### src/rtl/wsd_pkg.sv
// Shared types and constants for the WebSocket frame deframer.
package wsd_pkg;

  // Parser phases, one per kind of byte expected next.
  typedef enum logic [2:0] {
    PH_HEAD0   = 3'd0,
    PH_HEAD1   = 3'd1,
    PH_LEN_HI  = 3'd2,
    PH_LEN_LO  = 3'd3,
    PH_KEY     = 3'd4,
    PH_PAYLOAD = 3'd5
  } phase_t;

  // Result event codes.
  typedef enum logic [1:0] {
    EV_DATA      = 2'd0,
    EV_EMPTY     = 2'd1,
    EV_LONG_LEN  = 2'd2,
    EV_TOO_LARGE = 2'd3
  } event_kind_t;

  localparam int unsigned CFG_W = 17;

  // Length tag codes of the second header byte.
  localparam logic [6:0] TAG_MAX_SHORT = 7'd125;
  localparam logic [6:0] TAG_EXT16     = 7'd126;
  localparam logic [6:0] TAG_EXT64     = 7'd127;

  // Header byte counts used for the whole-frame size.
  localparam logic [CFG_W-1:0] BASE_HEADER_BYTES = 17'd2;
  localparam logic [CFG_W-1:0] EXT_LEN_BYTES     = 17'd2;
  localparam logic [CFG_W-1:0] KEY_BYTES         = 17'd4;

  localparam logic [CFG_W-1:0] MAX_FRAME_RESET = 17'd65543;

  // One result produced by the parser for an accepted byte.
  typedef struct packed {
    logic        valid;
    logic [7:0]  data;
    event_kind_t kind;
    logic        fin;
    logic [3:0]  opcode;
    logic        last;
  } wsd_result_t;

endpackage

### src/rtl/wsd_parser.sv
// Frame header parser and payload unmasking for the WebSocket frame deframer.
module wsd_parser (
  input  logic                     clk,
  input  logic                     rst,
  input  logic                     step,
  input  logic [7:0]               in_byte,
  input  logic [wsd_pkg::CFG_W-1:0] max_frame_bytes,
  output wsd_pkg::wsd_result_t     result
);
  import wsd_pkg::*;

  phase_t      phase;
  phase_t      phase_next;
  logic [7:0]  head_byte;
  logic        mask_on;
  logic [15:0] payload_length;
  logic [31:0] mask_key;
  logic [1:0]  header_count;
  logic [15:0] payload_left;
  logic [1:0]  key_index;
  logic        halted;

  logic [6:0]       tag;
  logic             tag_short;
  logic             len_known;
  logic             mask_now;
  logic [15:0]      len_now;
  logic [CFG_W-1:0] total;
  logic             too_large;
  logic             long_len;
  logic             key_done;
  logic             empty_frame;
  logic             start_now;
  logic             start_key;
  logic             last_payload;
  logic [7:0]       key_byte;
  logic             active;

  // Shared decode of the current byte against the parser state.
  assign active       = step && !halted;
  assign tag          = in_byte[6:0];
  assign tag_short    = (tag <= TAG_MAX_SHORT);
  assign len_known    = ((phase == PH_HEAD1) && tag_short) || (phase == PH_LEN_LO);
  assign mask_now     = (phase == PH_HEAD1) ? in_byte[7] : mask_on;
  assign len_now      = (phase == PH_LEN_LO) ? {payload_length[15:8], in_byte}
                                             : {9'd0, tag};
  assign total        = {1'b0, len_now} + BASE_HEADER_BYTES
                      + ((phase == PH_LEN_LO) ? EXT_LEN_BYTES : '0)
                      + (mask_now ? KEY_BYTES : '0);
  assign too_large    = len_known && (total > max_frame_bytes);
  assign long_len     = (phase == PH_HEAD1) && (tag == TAG_EXT64);
  assign key_done     = (phase == PH_KEY) && (header_count == 2'd3);
  assign start_now    = len_known && !too_large && !mask_now;
  assign start_key    = len_known && !too_large && mask_now;
  assign empty_frame  = (start_now && (len_now == 16'd0))
                     || (key_done && (payload_length == 16'd0));
  assign last_payload = (payload_left == 16'd1);

  // Key byte for the current payload position; unmasked frames use zero.
  always_comb begin
    case (key_index)
      2'd0:    key_byte = mask_key[31:24];
      2'd1:    key_byte = mask_key[23:16];
      2'd2:    key_byte = mask_key[15:8];
      default: key_byte = mask_key[7:0];
    endcase
    if (!mask_on) begin
      key_byte = 8'd0;
    end
  end

  // Next phase.
  always_comb begin
    phase_next = phase;
    unique case (phase)
      PH_HEAD0: begin
        phase_next = PH_HEAD1;
      end
      PH_HEAD1: begin
        if (tag == TAG_EXT16) begin
          phase_next = PH_LEN_HI;
        end else if (start_key) begin
          phase_next = PH_KEY;
        end else if (start_now) begin
          phase_next = empty_frame ? PH_HEAD0 : PH_PAYLOAD;
        end
      end
      PH_LEN_HI: begin
        phase_next = PH_LEN_LO;
      end
      PH_LEN_LO: begin
        if (start_key) begin
          phase_next = PH_KEY;
        end else if (start_now) begin
          phase_next = empty_frame ? PH_HEAD0 : PH_PAYLOAD;
        end
      end
      PH_KEY: begin
        if (key_done) begin
          phase_next = empty_frame ? PH_HEAD0 : PH_PAYLOAD;
        end
      end
      PH_PAYLOAD: begin
        if (last_payload) begin
          phase_next = PH_HEAD0;
        end
      end
      default: begin
        phase_next = PH_HEAD0;
      end
    endcase
  end

  // Result for the current byte.
  always_comb begin
    result.valid  = active && ((phase == PH_PAYLOAD) || empty_frame || too_large || long_len);
    result.data   = (phase == PH_PAYLOAD) ? (in_byte ^ key_byte) : 8'd0;
    result.fin    = head_byte[7];
    result.opcode = head_byte[3:0];
    result.last   = (phase == PH_PAYLOAD) ? last_payload : 1'b1;
    if (long_len) begin
      result.kind = EV_LONG_LEN;
    end else if (too_large) begin
      result.kind = EV_TOO_LARGE;
    end else if (phase == PH_PAYLOAD) begin
      result.kind = EV_DATA;
    end else begin
      result.kind = EV_EMPTY;
    end
  end

  // Parser state registers; an error halts the parser until reset.
  always_ff @(posedge clk) begin
    if (rst) begin
      phase          <= PH_HEAD0;
      head_byte      <= 8'd0;
      mask_on        <= 1'b0;
      payload_length <= 16'd0;
      mask_key       <= 32'd0;
      header_count   <= 2'd0;
      payload_left   <= 16'd0;
      key_index      <= 2'd0;
      halted         <= 1'b0;
    end else if (active) begin
      phase <= phase_next;
      if (too_large || long_len) begin
        halted <= 1'b1;
      end
      if (phase == PH_HEAD0) begin
        head_byte <= in_byte;
      end
      if (phase == PH_HEAD1) begin
        mask_on        <= in_byte[7];
        payload_length <= tag_short ? {9'd0, tag} : 16'd0;
      end
      if (phase == PH_LEN_HI) begin
        payload_length <= {in_byte, 8'd0};
      end
      if (phase == PH_LEN_LO) begin
        payload_length <= len_now;
      end
      if (start_key) begin
        header_count <= 2'd0;
        mask_key     <= 32'd0;
      end
      if (phase == PH_KEY) begin
        mask_key     <= {mask_key[23:0], in_byte};
        header_count <= header_count + 2'd1;
      end
      if (start_now) begin
        payload_left <= len_now;
        key_index    <= 2'd0;
      end else if (key_done) begin
        payload_left <= payload_length;
        key_index    <= 2'd0;
      end else if (phase == PH_PAYLOAD) begin
        payload_left <= payload_left - 16'd1;
        key_index    <= key_index + 2'd1;
      end
    end
  end

endmodule

### src/rtl/websocket_frame_deframer_top.sv
// Top level of the WebSocket frame deframer: handshakes, size register and result register.
//
// The deframer takes one stream byte per cycle and gives each result in the cycle after
// the byte that causes it, through a single result register. A byte request is taken
// whenever that register is empty or being drained in the same cycle, so with out_ready
// held high the block sustains one byte per clock; a stalled output holds off input.
// Header, extended length and key bytes give no result unless they finish an empty frame
// or raise an error. After a 64-bit length tag or an oversized frame the block reports
// the error once and then discards all input until reset. max_frame_bytes may be written
// in any cycle and applies to frames whose length is learned afterward.
module websocket_frame_deframer_top (
  input  logic                      clk,
  input  logic                      rst,
  input  logic                      cfg_valid,
  output logic                      cfg_ready,
  input  logic [wsd_pkg::CFG_W-1:0] max_frame_bytes,
  input  logic                      in_valid,
  output logic                      in_ready,
  input  logic [7:0]                in_byte,
  output logic                      out_valid,
  input  logic                      out_ready,
  output logic [7:0]                out_byte,
  output logic [1:0]                event_kind,
  output logic                      fin_flag,
  output logic [3:0]                opcode,
  output logic                      last_in_frame
);
  import wsd_pkg::*;

  logic [CFG_W-1:0] max_bytes;
  logic             in_fire;
  wsd_result_t      result;

  assign cfg_ready = 1'b1;
  assign in_ready  = !out_valid || out_ready;
  assign in_fire   = in_valid && in_ready;

  // Frame size limit register.
  always_ff @(posedge clk) begin
    if (rst) begin
      max_bytes <= MAX_FRAME_RESET;
    end else if (cfg_valid && cfg_ready) begin
      max_bytes <= max_frame_bytes;
    end
  end

  wsd_parser u_parser (
    .clk             (clk),
    .rst             (rst),
    .step            (in_fire),
    .in_byte         (in_byte),
    .max_frame_bytes (max_bytes),
    .result          (result)
  );

  // Result register; valid control is reset, the payload is not.
  always_ff @(posedge clk) begin
    if (rst) begin
      out_valid <= 1'b0;
    end else if (in_fire && result.valid) begin
      out_valid <= 1'b1;
    end else if (out_ready) begin
      out_valid <= 1'b0;
    end
  end

  always_ff @(posedge clk) begin
    if (in_fire && result.valid) begin
      out_byte      <= result.data;
      event_kind    <= result.kind;
      fin_flag      <= result.fin;
      opcode        <= result.opcode;
      last_in_frame <= result.last;
    end
  end

endmodule

### config.mk
export PLATFORM = sky130hd
export DESIGN_NAME = websocket_frame_deframer_top
export DESIGN_NICKNAME = d
export VERILOG_FILES = /design/src/rtl/wsd_pkg.sv /design/src/rtl/wsd_parser.sv /design/src/rtl/websocket_frame_deframer_top.sv
export SDC_FILE = /design/constraint.sdc
export NUM_CORES = 1
export LEC_CHECK = 0
export BUFFER_PORTS_ARGS = -buffer_cell sky130_fd_sc_hd__buf_2
export CAP_MARGIN = 20
export CORE_UTILIZATION = 65
export CTS_CLUSTER_DIAMETER = 50
export DETAILED_ROUTE_END_ITERATION = 8
export GPL_TIMING_DRIVEN = 0
export MAX_ROUTING_LAYER = met4
export PLACE_DENSITY = 0.86
export SETUP_SLACK_MARGIN = 0.2
export SLEW_MARGIN = 20
export SYNTH_ARGS = -nofsm -noshare
export SYNTH_HDL_FRONTEND = slang
export SYNTH_SLANG_ARGS = --single-unit
export TNS_END_PERCENT = 30
### constraint.sdc
create_clock -name clk -period 15.6 [get_ports clk]
set_input_delay 0 -clock clk [delete_from_list [all_inputs] [get_ports clk]]
set_output_delay 0 -clock clk [all_outputs]
set_load 0.05 [all_outputs]
# ---- Word level (Yosys, flattened, before mapping)
# Index checks and enable logic that the tools add are counted.
dict set report totals {
  register_bits 115
  input_bits 30
  out_inout_bits 19
  elab_cells 109
}
dict set report op_classes {
  n_eq_ne 13
  n_lt_le_gt_ge 2
  n_reduce_logical 39
  n_addsub 6
  mux 31
  bitwise 1
}
# operator n
set ops {}
lappend ops {{$mux 16} 7}
lappend ops {{$mux 32} 2}
lappend ops {{$add 17x17->17} 2}
lappend ops {{$logic_not 16->1} 2}
lappend ops {{$pmux 8 s3} 1}
lappend ops {{$mux 3} 7}
lappend ops {{$pmux 3 s6} 1}
lappend ops {{$add 16x2->17 const B} 1}
lappend ops {{$gt 17x17->1} 1}
lappend ops {{$eq 16x1->1 const B} 1}
lappend ops {{$sub 16x1->16 const B} 1}
lappend ops {{$eq 7x7->1 const B} 2}
lappend ops {{$logic_and 1x1->1} 13}
lappend ops {{$mux 2} 6}
lappend ops {{$reduce_and 2->1} 5}
lappend ops {{$mux 8} 1}
lappend ops {{$xor 8x8->8} 1}
lappend ops {{$le 7x7->1 const B} 1}
lappend ops {{$logic_or 1x1->1} 7}
lappend ops {{$mux 7} 1}
lappend ops {{$eq 3x2->1 const B} 2}
lappend ops {{$eq 3x3->1 const B} 2}
lappend ops {{$reduce_bool 3->1} 2}
lappend ops {{$mux 1} 5}
lappend ops {{other kinds (11)} 18}

# ---- Depth between registers and ports, before layout
# Gate-level depths: netlist of the first run.
dict set report logic_depth {
  ltp_word 18
  mapped_depth 24
  depth_no_buf 20
}

# ---- Hierarchy
# A second synthesis of the first run with hierarchy kept.
dict set report hier_totals {
  cells_unflattened 715
  area_unflattened_um2 6103.4
}
# module cells_each area_each_um2 seq_area_each_um2 instances
set modules_own_cells {}
lappend modules_own_cells {wsd_parser 636 4936.0 1561.5 1}
lappend modules_own_cells {websocket_frame_deframer_top 79 1167.4 840.8 1}

# ---- Worst setup path before layout of the first run
# No wires, ideal clock.
dict set report synth_timing {
  path_type {reg2reg}
  start {register u_parser.phase[2]}
  end {register event_kind[0] (enable)}
  arrival_time_ps 4520
  setup_slack_ps 10716
  setup_ps 364
  period_less_slack_ps 4884
  n_path_buf 4
  required_time_ps 15236
  stages_incl_launch_ff 25
  cell_sequence {dfxtp_1 buf_4 and2b_1 and2_0 buf_2 inv_1 buf_2 ha_1 inv_1 ha_1 a21o_1 nand2_1 nor4_1 nand3_1 xor2_1 nor2_1 ha_1 nand4_1 nor3_1 a211o_1 o31ai_2 buf_2 nor3b_1 o31ai_1 inv_1}
}
dict set report synth_between {
  elab_chain_cells 17
  word_cells_on_any_way 30
  classes_between {add/sub: 3; order compare: 1; eq/ne: 4; mux: 4; reduce/logical: 18}
}
# item line
set synth_lines {}
lappend synth_lines {{from (decl)} wsd_parser.sv:12} ;# phase_t phase;
lappend synth_lines {{from (signal assigned)} wsd_parser.sv:145} ;# phase <= phase_next;
lappend synth_lines {{$eq 3x2->1} {wsd_parser.sv:43, wsd_parser.sv:45, wsd_parser.sv:48}}
lappend synth_lines {{$mux 16} wsd_parser.sv:45} ;# assign len_now = (phase == PH_LEN_LO) ? {payload_length[15:8], in_byte}
lappend synth_lines {{$add 16x2->17} wsd_parser.sv:47} ;# assign total = {1'b0, len_now} + BASE_HEADER_BYTES
lappend synth_lines {{$add 17x17->17} wsd_parser.sv:48} ;# + ((phase == PH_LEN_LO) ? EXT_LEN_BYTES : '0)
lappend synth_lines {{$add 17x17->17} wsd_parser.sv:49} ;# + (mask_now ? KEY_BYTES : '0);
lappend synth_lines {{$gt 17x17->1} wsd_parser.sv:50} ;# assign too_large = len_known && (total > max_frame_bytes);
lappend synth_lines {{$logic_and 1x1->1} wsd_parser.sv:50}
lappend synth_lines {{$logic_not 1->1} wsd_parser.sv:53} ;# assign start_now = len_known && !too_large && !mask_now;
lappend synth_lines {{$logic_and 1x1->1 (2 in a row)} wsd_parser.sv:53}
lappend synth_lines {{$logic_and 1x1->1} wsd_parser.sv:55} ;# assign empty_frame = (start_now && (len_now == 16'd0))
lappend synth_lines {{$logic_or 1x1->1} wsd_parser.sv:56} ;# || (key_done && (payload_length == 16'd0));
lappend synth_lines {{$logic_or 1x1->1 (2 in a row)} wsd_parser.sv:116} ;# result.valid = active && ((phase == PH_PAYLOAD) || empty_frame || too_large || long_len);
lappend synth_lines {{$logic_or 1x1->1 *} wsd_parser.sv:116}
lappend synth_lines {{$logic_and 1x1->1 *} wsd_parser.sv:116}
lappend synth_lines {{$logic_and 1x1->1 *} websocket_frame_deframer_top.sv:68} ;# if (in_fire && result.valid) begin
lappend synth_lines {{to (signal assigned)} websocket_frame_deframer_top.sv:70} ;# event_kind <= result.kind;
lappend synth_lines {{to (decl)} websocket_frame_deframer_top.sv:23} ;# output logic [1:0] event_kind,
# Mark *: on every way between the ends. The rest lies on a longest branch, timed or not.
# A chain may end at the register's enable or synchronous reset.

# ---- Final worst setup path of the first run
dict set report layout_timing {
  start {register u_parser.phase[2]}
  end {register out_byte[4] (enable)}
}
dict set report layout_between {
  elab_chain_cells 17
  word_cells_on_any_way 30
  classes_between {add/sub: 3; order compare: 1; eq/ne: 4; mux: 4; reduce/logical: 18}
}
# item line
set layout_lines {}
lappend layout_lines {{$eq 3x2->1} {wsd_parser.sv:43, wsd_parser.sv:45, wsd_parser.sv:48}}
lappend layout_lines {{$mux 16} wsd_parser.sv:45}
lappend layout_lines {{$add 16x2->17} wsd_parser.sv:47}
lappend layout_lines {{$add 17x17->17} wsd_parser.sv:48}
lappend layout_lines {{$add 17x17->17} wsd_parser.sv:49}
lappend layout_lines {{$gt 17x17->1} wsd_parser.sv:50}
lappend layout_lines {{$logic_and 1x1->1} wsd_parser.sv:50}
lappend layout_lines {{$logic_not 1->1} wsd_parser.sv:53}
lappend layout_lines {{$logic_and 1x1->1 (2 in a row)} wsd_parser.sv:53}
lappend layout_lines {{$logic_and 1x1->1} wsd_parser.sv:55}
lappend layout_lines {{$logic_or 1x1->1} wsd_parser.sv:56}
lappend layout_lines {{$logic_or 1x1->1 (2 in a row)} wsd_parser.sv:116}
lappend layout_lines {{$logic_or 1x1->1 *} wsd_parser.sv:116}
lappend layout_lines {{$logic_and 1x1->1 *} wsd_parser.sv:116}
lappend layout_lines {{$logic_and 1x1->1 *} websocket_frame_deframer_top.sv:68}
lappend layout_lines {{to (signal assigned)} websocket_frame_deframer_top.sv:69} ;# out_byte <= result.data;
lappend layout_lines {{to (decl)} websocket_frame_deframer_top.sv:22} ;# output logic [7:0] out_byte,
# Marks and branches as above.

==> flow_metrics.env, run 1 <==
export IMPL_status="completed"
export IMPL_rr_worst_depth=24
export IMPL_synth_edf_count=16
export IMPL_synth_ff_type="dfxtp_1"
export IMPL_dp_hpwl_um=10800
export IMPL_layout_commonest_cell="dfxtp_1"
export IMPL_area_growth_pct=12.5
export IMPL_final_cell_mix="dfxtp_1, nor2_1, nand2_1"
export IMPL_fin_ws_ns=9.47
export IMPL_place_gp_congestion=0.958
export IMPL_min_from="out_ready"
export IMPL_r2r_start="u_parser.phase[2]$_SDFFE_PP0P_"
export IMPL_grt_use_met3=0.0640
export IMPL_irDropWorstVdd_uv=79.9
export IMPL_slew_headroom=0.471
export IMPL_use_met1=0.423
export IMPL_grt_overflow_total=0
export IMPL_synth_area_leaders="dfxtp_1, edfxtp_1, ha_1"
export IMPL_startpoint_type="flip-flop"
export IMPL_maxCapViolations=0
export IMPL_dieHeight_um=97.1
export IMPL_vias=5317
export IMPL_cp_max_fo=16
export IMPL_worstSkewPairLatency_ns=0.39
export IMPL_drtIter0Drc=457
export IMPL_yosys_warnings=0
export IMPL_syn_mean_instance_area_um2=9.18
export IMPL_cts_root_buf="clkbuf_8"
export IMPL_fin_nets=769
export IMPL_cts_setup_buffers=0
export IMPL_layout_drive_gt1_share=0.136
export IMPL_yosysTopAreaCell="dfxtp_1"
export IMPL_combPwrFrac=0.249
export IMPL_grt_use_met2=0.529
export IMPL_clk_path_buf_depth=2
export IMPL_io_pins=49
export IMPL_syn_cell_area_um2=5870
export IMPL_cts_tree="done"
export IMPL_drv_slew=0
export IMPL_htreeDepth=3
export IMPL_antenna_found_initial=0
export IMPL_fin_setup_tns_ns=0
export IMPL_antenna_cells=0
export IMPL_ys_types=74
export IMPL_p_switching_uw=213
export IMPL_ys_seq_area_frac=0.409
export IMPL_leakagePower_uw=0.00263
export IMPL_route_detailed_drc=0
export IMPL_skew_ns=0.0177
export IMPL_grt_first_pass_wirelength_um=25100
export IMPL_end_kind="flip-flop"
export IMPL_io_buffers=40
export IMPL_holdCritPathClass="input pin to flip-flop"
export IMPL_die_w_um=97.1
export IMPL_worst_slew_pin_transition_ns=0.788
export IMPL_grt_use_total=0.343
export IMPL_core_um2=8720
export IMPL_drtAntennaViolNets=0
export IMPL_grt_max_degree=20
export IMPL_syn_num_nets=699
export IMPL_die_area_um2=9420
export IMPL_fmaxAchievable_mhz=163
export IMPL_seqPwrFrac=0.474
export IMPL_via_per_inst=6.46
export IMPL_grt_busiest_layer="met2"
export IMPL_drt_pass1_iterations=5
export IMPL_avgRoutedWirePerCell_um=18.7
export IMPL_grt_pass1_vias=5089
export IMPL_worst_setup_path_type="flip-flop to flip-flop"
export IMPL_finalSetupViolCount=0
export IMPL_fin_crit_sh=0.393
export IMPL_clockPowerShare=0.277
export IMPL_clock_sinks=112
export IMPL_yosysTopAreaCellShare=0.327
export IMPL_initial_core_util=0.674
export IMPL_whs_path_depth=3
export IMPL_synthArstFlopShare=0
export IMPL_clk_pin_slew_ns=0.12
export IMPL_p_sw_frac=0.322
export IMPL_worst_ep_required_time_ns=15.65
export IMPL_routed_wl_um=15400
export IMPL_numCtsBuffers=9
export IMPL_synth_cells=640
export IMPL_rsz0062_at_grt="false"
export IMPL_cp_arrival_ns=6.18
export IMPL_period_needed_ns=6.13
export IMPL_internal_power_uw=450
export IMPL_synth_seq_cells=112
export IMPL_std_cell_rows=34
export IMPL_hold_viol_final=0
export IMPL_power_density_nw_per_um2=100
export IMPL_pre_cts_ws_ns=9.70
export IMPL_cp_startpoint="u_parser.phase[2]$_SDFFE_PP0P_"
through the flow:
stage          power, µW  area, µm²  utilization  cells  hold WS [ns]
6_report             664       6610        0.758    823       0.00560
5_1_grt              690       6610        0.758    823        0.0463
4_1_cts              659       6600        0.757    823       0.00389
3_5_place_dp         477       6210        0.712    788         0.222
3_3_place_gp         469       6210        0.712    788         0.216
2_1_floorplan        441       5870            -    640         0.129
routing by layer:
metal | up-vias | share of wire
met4 | 0 | 0.053
met1 | 2464 | 0.40
met5 | - | 0
li1 | 2439 | -
met2 | 336 | 0.45
met3 | 78 | 0.094
flip-flops by register name, indices dropped and copies added (netlist names), 2 cells and up, named ones only:
name	count
event_kind	2
max_bytes	17
opcode	4
out_byte	8
u_parser.head_byte	5
u_parser.header_count	2
u_parser.key_index	2
u_parser.mask_key	32
u_parser.payload_left	16
u_parser.payload_length	8
u_parser.phase	3
power by group through the flow:
stage	logic [µW]	registers [µW]	clock network, µW
3_3_place_gp	149	320	0
6_report	166	314	184
2_1_floorplan	119	322	0
3_5_place_dp	157	321	0
5_1_grt	179	316	195
4_1_cts	161	314	184
critical path, stage by stage, from the launching register on:
cell and delay [ns]:
dfxtp_1 0.32, buf_4 0.17, and2b_1 0.32, and2_0 0.16, buf_2 0.19, inv_1 0.10, buf_2 0.20, ha_1 0.19
inv_1 0.05, ha_1 0.17, a21o_1 0.12, nand2_1 0.16, nor4_1 0.53, nand3_1 0.17, xor2_1 0.17, nor2_1 0.10
ha_1 0.25, nand4_1 0.23, nor3_1 0.10, a211o_1 0.35, o31ai_2 0.41, buf_2 0.32, o21ai_1 0.16, o31ai_1 0.45
inv_1 0.39
timing repair:
action,4_1_cts,5_1_grt
gates resized for setup,0,0
hold buffers,19,0
hold endpoints to repair,19,0
final timing paths:
path / slack (ns) / endpoint
setup / recovery: 9.47 / out_byte[4]$_SDFFCE_PN0P_
hold / removal: 0.006 / out_valid$_SDFFE_PP0P_
setup reg to reg: 9.47 / out_byte[4]$_SDFFCE_PN0P_
hold reg to reg: 0.45 / opcode[1]$_DFFE_PP_
cells by family after synthesis:
| family | count (synthesis) | synth area share |
|---|---|---|
| and+or+nand+nor | 209 | 0.173 |
| AOI/OAI and AO/OA | 154 | 0.207 |
| DFF | 112 | 0.409 |
| buffers and inverters | 84 | 0.0637 |
| adders and majority gates | 29 | 0.0630 |
| xor gates and xnor gates | 29 | 0.0432 |
| muxes | 22 | 0.0400 |
| other | 1 | 0.000638 |
area by class of cell:
cell class                      instances  area (µm²)
Clock buffer                           10         128
Clock inverter                          6        76.3
Sequential cell                       112        2400
Tap cell                              108         135
Multi-Input combinational cell        444        3100
Buffer                                 42         214
Inverter                               42         160
Fill cell                             612        2110
Timing Repair Buffer                   59         390
synth_stat cells (all sizes together) (9+ instances only):
cell and n:
nand4 9, dfxtp 96, xor2 12, xnor2 17, ha 28, inv 41
a21oi 17, a22oi 18, nand2 59, nor2 75, nor3 11, nand3 21
o21ai 21, mux2i 20, buf 21, a22o 33, clkbuf 21, edfxtp 16
Note: power is estimated with default switching activity, not from simulation.
==> inputs of run 2 (changes only) <==
Settings changed: CORE_UTILIZATION 65 to 60, PLACE_DENSITY 0.86 to 0.8.
Clock period 15.6 ns to 6.4 ns, I/O delays scaled along.
==> run 2 against run 1 <==
  * Setup slack got worse by 8.8 ns
  * Combinational power up 140%
  * Cell count rose by 2.6%
  * Flip-flop and latch count did not move
  * Via count down 1.7%
  * Sequential share of layout area down 0.20 points
  * Wire length down 1.2%
  * Clock-buffer cell count is the same
==> flow_metrics.env, run 2 (synthesized netlist as in run 1, its figures left out) <==
export IMPL_via_per_inst=6.19
export IMPL_cp_arrival_ns=5.83
export IMPL_fmaxAchievable_mhz=175
export IMPL_fin_crit_sh=0.895
export IMPL_fin_nets=769
export IMPL_grt_use_met3=0.0492
export IMPL_seqPwrFrac=0.478
export IMPL_p_switching_uw=505
export IMPL_drtAntennaViolNets=0
export IMPL_worst_ep_required_time_ns=6.50
export IMPL_grt_max_degree=20
export IMPL_rsz0062_at_grt="false"
export IMPL_clock_sinks=112
export IMPL_io_buffers=40
export IMPL_cp_max_fo=16
export IMPL_skew_ns=0.0148
export IMPL_finalSetupViolCount=0
export IMPL_clk_path_buf_depth=2
export IMPL_cts_root_buf="clkbuf_8"
export IMPL_initial_core_util=0.627
export IMPL_largestRegisters="u_parser.mask_key (32), max_bytes (17), u_parser.payload_left (16)"
export IMPL_die_w_um=101
export IMPL_status="completed"
export IMPL_cts_tree="done"
export IMPL_combPwrFrac=0.248
export IMPL_die_area_um2=10200
export IMPL_internal_power_uw=1100
export IMPL_core_um2=9370
export IMPL_largest_reg_flops=32
export IMPL_period_needed_ns=5.73
export IMPL_grt_pass1_vias=4907
export IMPL_holdCritPathClass="input pin to flip-flop"
export IMPL_place_gp_congestion=0.952
export IMPL_maxCapViolations=0
export IMPL_grt_use_total=0.323
export IMPL_grt_use_met2=0.517
export IMPL_cp_cell_sequence="buf_4 > and2b_1 > and2_0 > buf_2 > inv_1 > buf_2 > ha_1 > inv_1 > ha_1 > a21o_1 > nand2_1 > nor4_2 > nand3_1 > xor2_1 > nor2_1 > ha_1 > nand4_1 > nor3_1 > a211o_1 > o31ai_2 > buf_2 > o21ai_1 > o31ai_2 > inv_2"
export IMPL_layout_drive_gt1_share=0.140
export IMPL_antenna_found_initial=0
export IMPL_fin_ws_ns=0.669
export IMPL_route_detailed_drc=0
export IMPL_htreeDepth=3
export IMPL_irDropWorstVdd_uv=225
export IMPL_worst_slew_pin_transition_ns=0.804
export IMPL_worst_setup_path_type="flip-flop to flip-flop"
export IMPL_vias=5228
export IMPL_use_met1=0.415
export IMPL_final_cell_mix="dfxtp_1, nor2_1, nand2_1"
export IMPL_clk_pin_slew_ns=0.11
export IMPL_antenna_cells=0
export IMPL_drv_slew=0
export IMPL_io_pins=49
export IMPL_worstSkewPairLatency_ns=0.38
export IMPL_cts_setup_buffers=0
export IMPL_grt_busiest_layer="met2"
export IMPL_p_sw_frac=0.315
export IMPL_pre_cts_ws_ns=0.526
export IMPL_grt_overflow_total=0
export IMPL_fin_setup_tns_ns=0
export IMPL_leakagePower_uw=0.00263
export IMPL_dieHeight_um=101
export IMPL_end_kind="flip-flop"
export IMPL_cpPeakStageDelay_ns=0.42
export IMPL_std_cell_rows=35
export IMPL_drtIter0Drc=478
export IMPL_avgRoutedWirePerCell_um=18.0
export IMPL_routed_wl_um=15200
export IMPL_area_growth_pct=13.1
export IMPL_hold_viol_final=0
export IMPL_clockPowerShare=0.274
export IMPL_dp_hpwl_um=10700
export IMPL_startpoint_type="flip-flop"
export IMPL_slew_headroom=0.460
export IMPL_slowest_stage="nor4_2"
export IMPL_numCtsBuffers=9
export IMPL_drt_pass1_iterations=7
export IMPL_regMostFlops="u_parser.mask_key"
export IMPL_layout_commonest_cell="dfxtp_1"
export IMPL_grt_first_pass_wirelength_um=24600
export IMPL_power_density_nw_per_um2=241
run 2: cell types whose count changed in the layout (fill, tap and decap cells not counted), sizes merged:
cell      delta
clkinvlp     -2
clkinv       +2
run 2: repair_timing:
item	in CTS	in global routing
setup endpoints to repair	0	16
hold buffers	19	0
endpoints found under the hold margin	19	0
resized for setup	0	3
run 2: critical path, delay by kind of cell (launching register included):
kind | cells | cell delay [ns]
buf+inv | 7 | 1.18
flops | 1 | 0.31
fa+ha+maj | 3 | 0.66
simple gates | 8 | 1.62
xor+xnor | 1 | 0.19
compound gates | 5 | 1.46
run 2: layout make-up:
cell class,instances,area [µm²]
buffer,42,214
clock buffer,10,128
clock inverter,6,75.1
fill,747,2730
inverter,42,160
multi-input combinational,444,3120
sequential,112,2400
tap,129,161
timing repair buffer,59,390
run 2: metal layers:
metal / up-vias / share of wire
li1: 2437 / -
met1: 2522 / 0.44
met2: 240 / 0.47
met3: 29 / 0.068
met4: 0 / 0.023
met5: - / 0
run 2: metrics by stage:
stage	hold WS (ns)	total power (µW)	std cells	util	area (µm²)
after floorplan	0.129	1070	640	-	5870
after global placement	0.216	1140	809	0.665	6240
after detailed placement	0.219	1160	809	0.665	6240
after CTS	0.0447	1600	844	0.707	6630
after global routing	0.0921	1670	844	0.709	6650
final	0.0442	1600	844	0.709	6650
run 2: power by group through the flow:
stage / combinational [µW] / sequential (µW) / clock (µW)
global route: 431 / 770 / 469
floorplan: 290 / 784 / 0
finish: 397 / 766 / 439
detailed placement: 378 / 781 / 0
global placement: 365 / 779 / 0
CTS: 389 / 765 / 444
run 2: path summary, 6_finish.rpt:
check,from,end,slack (ns),cells past startpoint
worst min-delay path,out_ready,out_valid$_SDFFE_PP0P_,0.04,3
worst max register to register,u_parser.phase[2]$_SDFFE_PP0P_,opcode[1]$_DFFE_PP_,0.67,24
worst min register to register,u_parser.head_byte[0]$_SDFFE_PP0P_,opcode[0]$_DFFE_PP_,0.44,0
worst max-delay path,u_parser.phase[2]$_SDFFE_PP0P_,opcode[1]$_DFFE_PP_,0.67,24
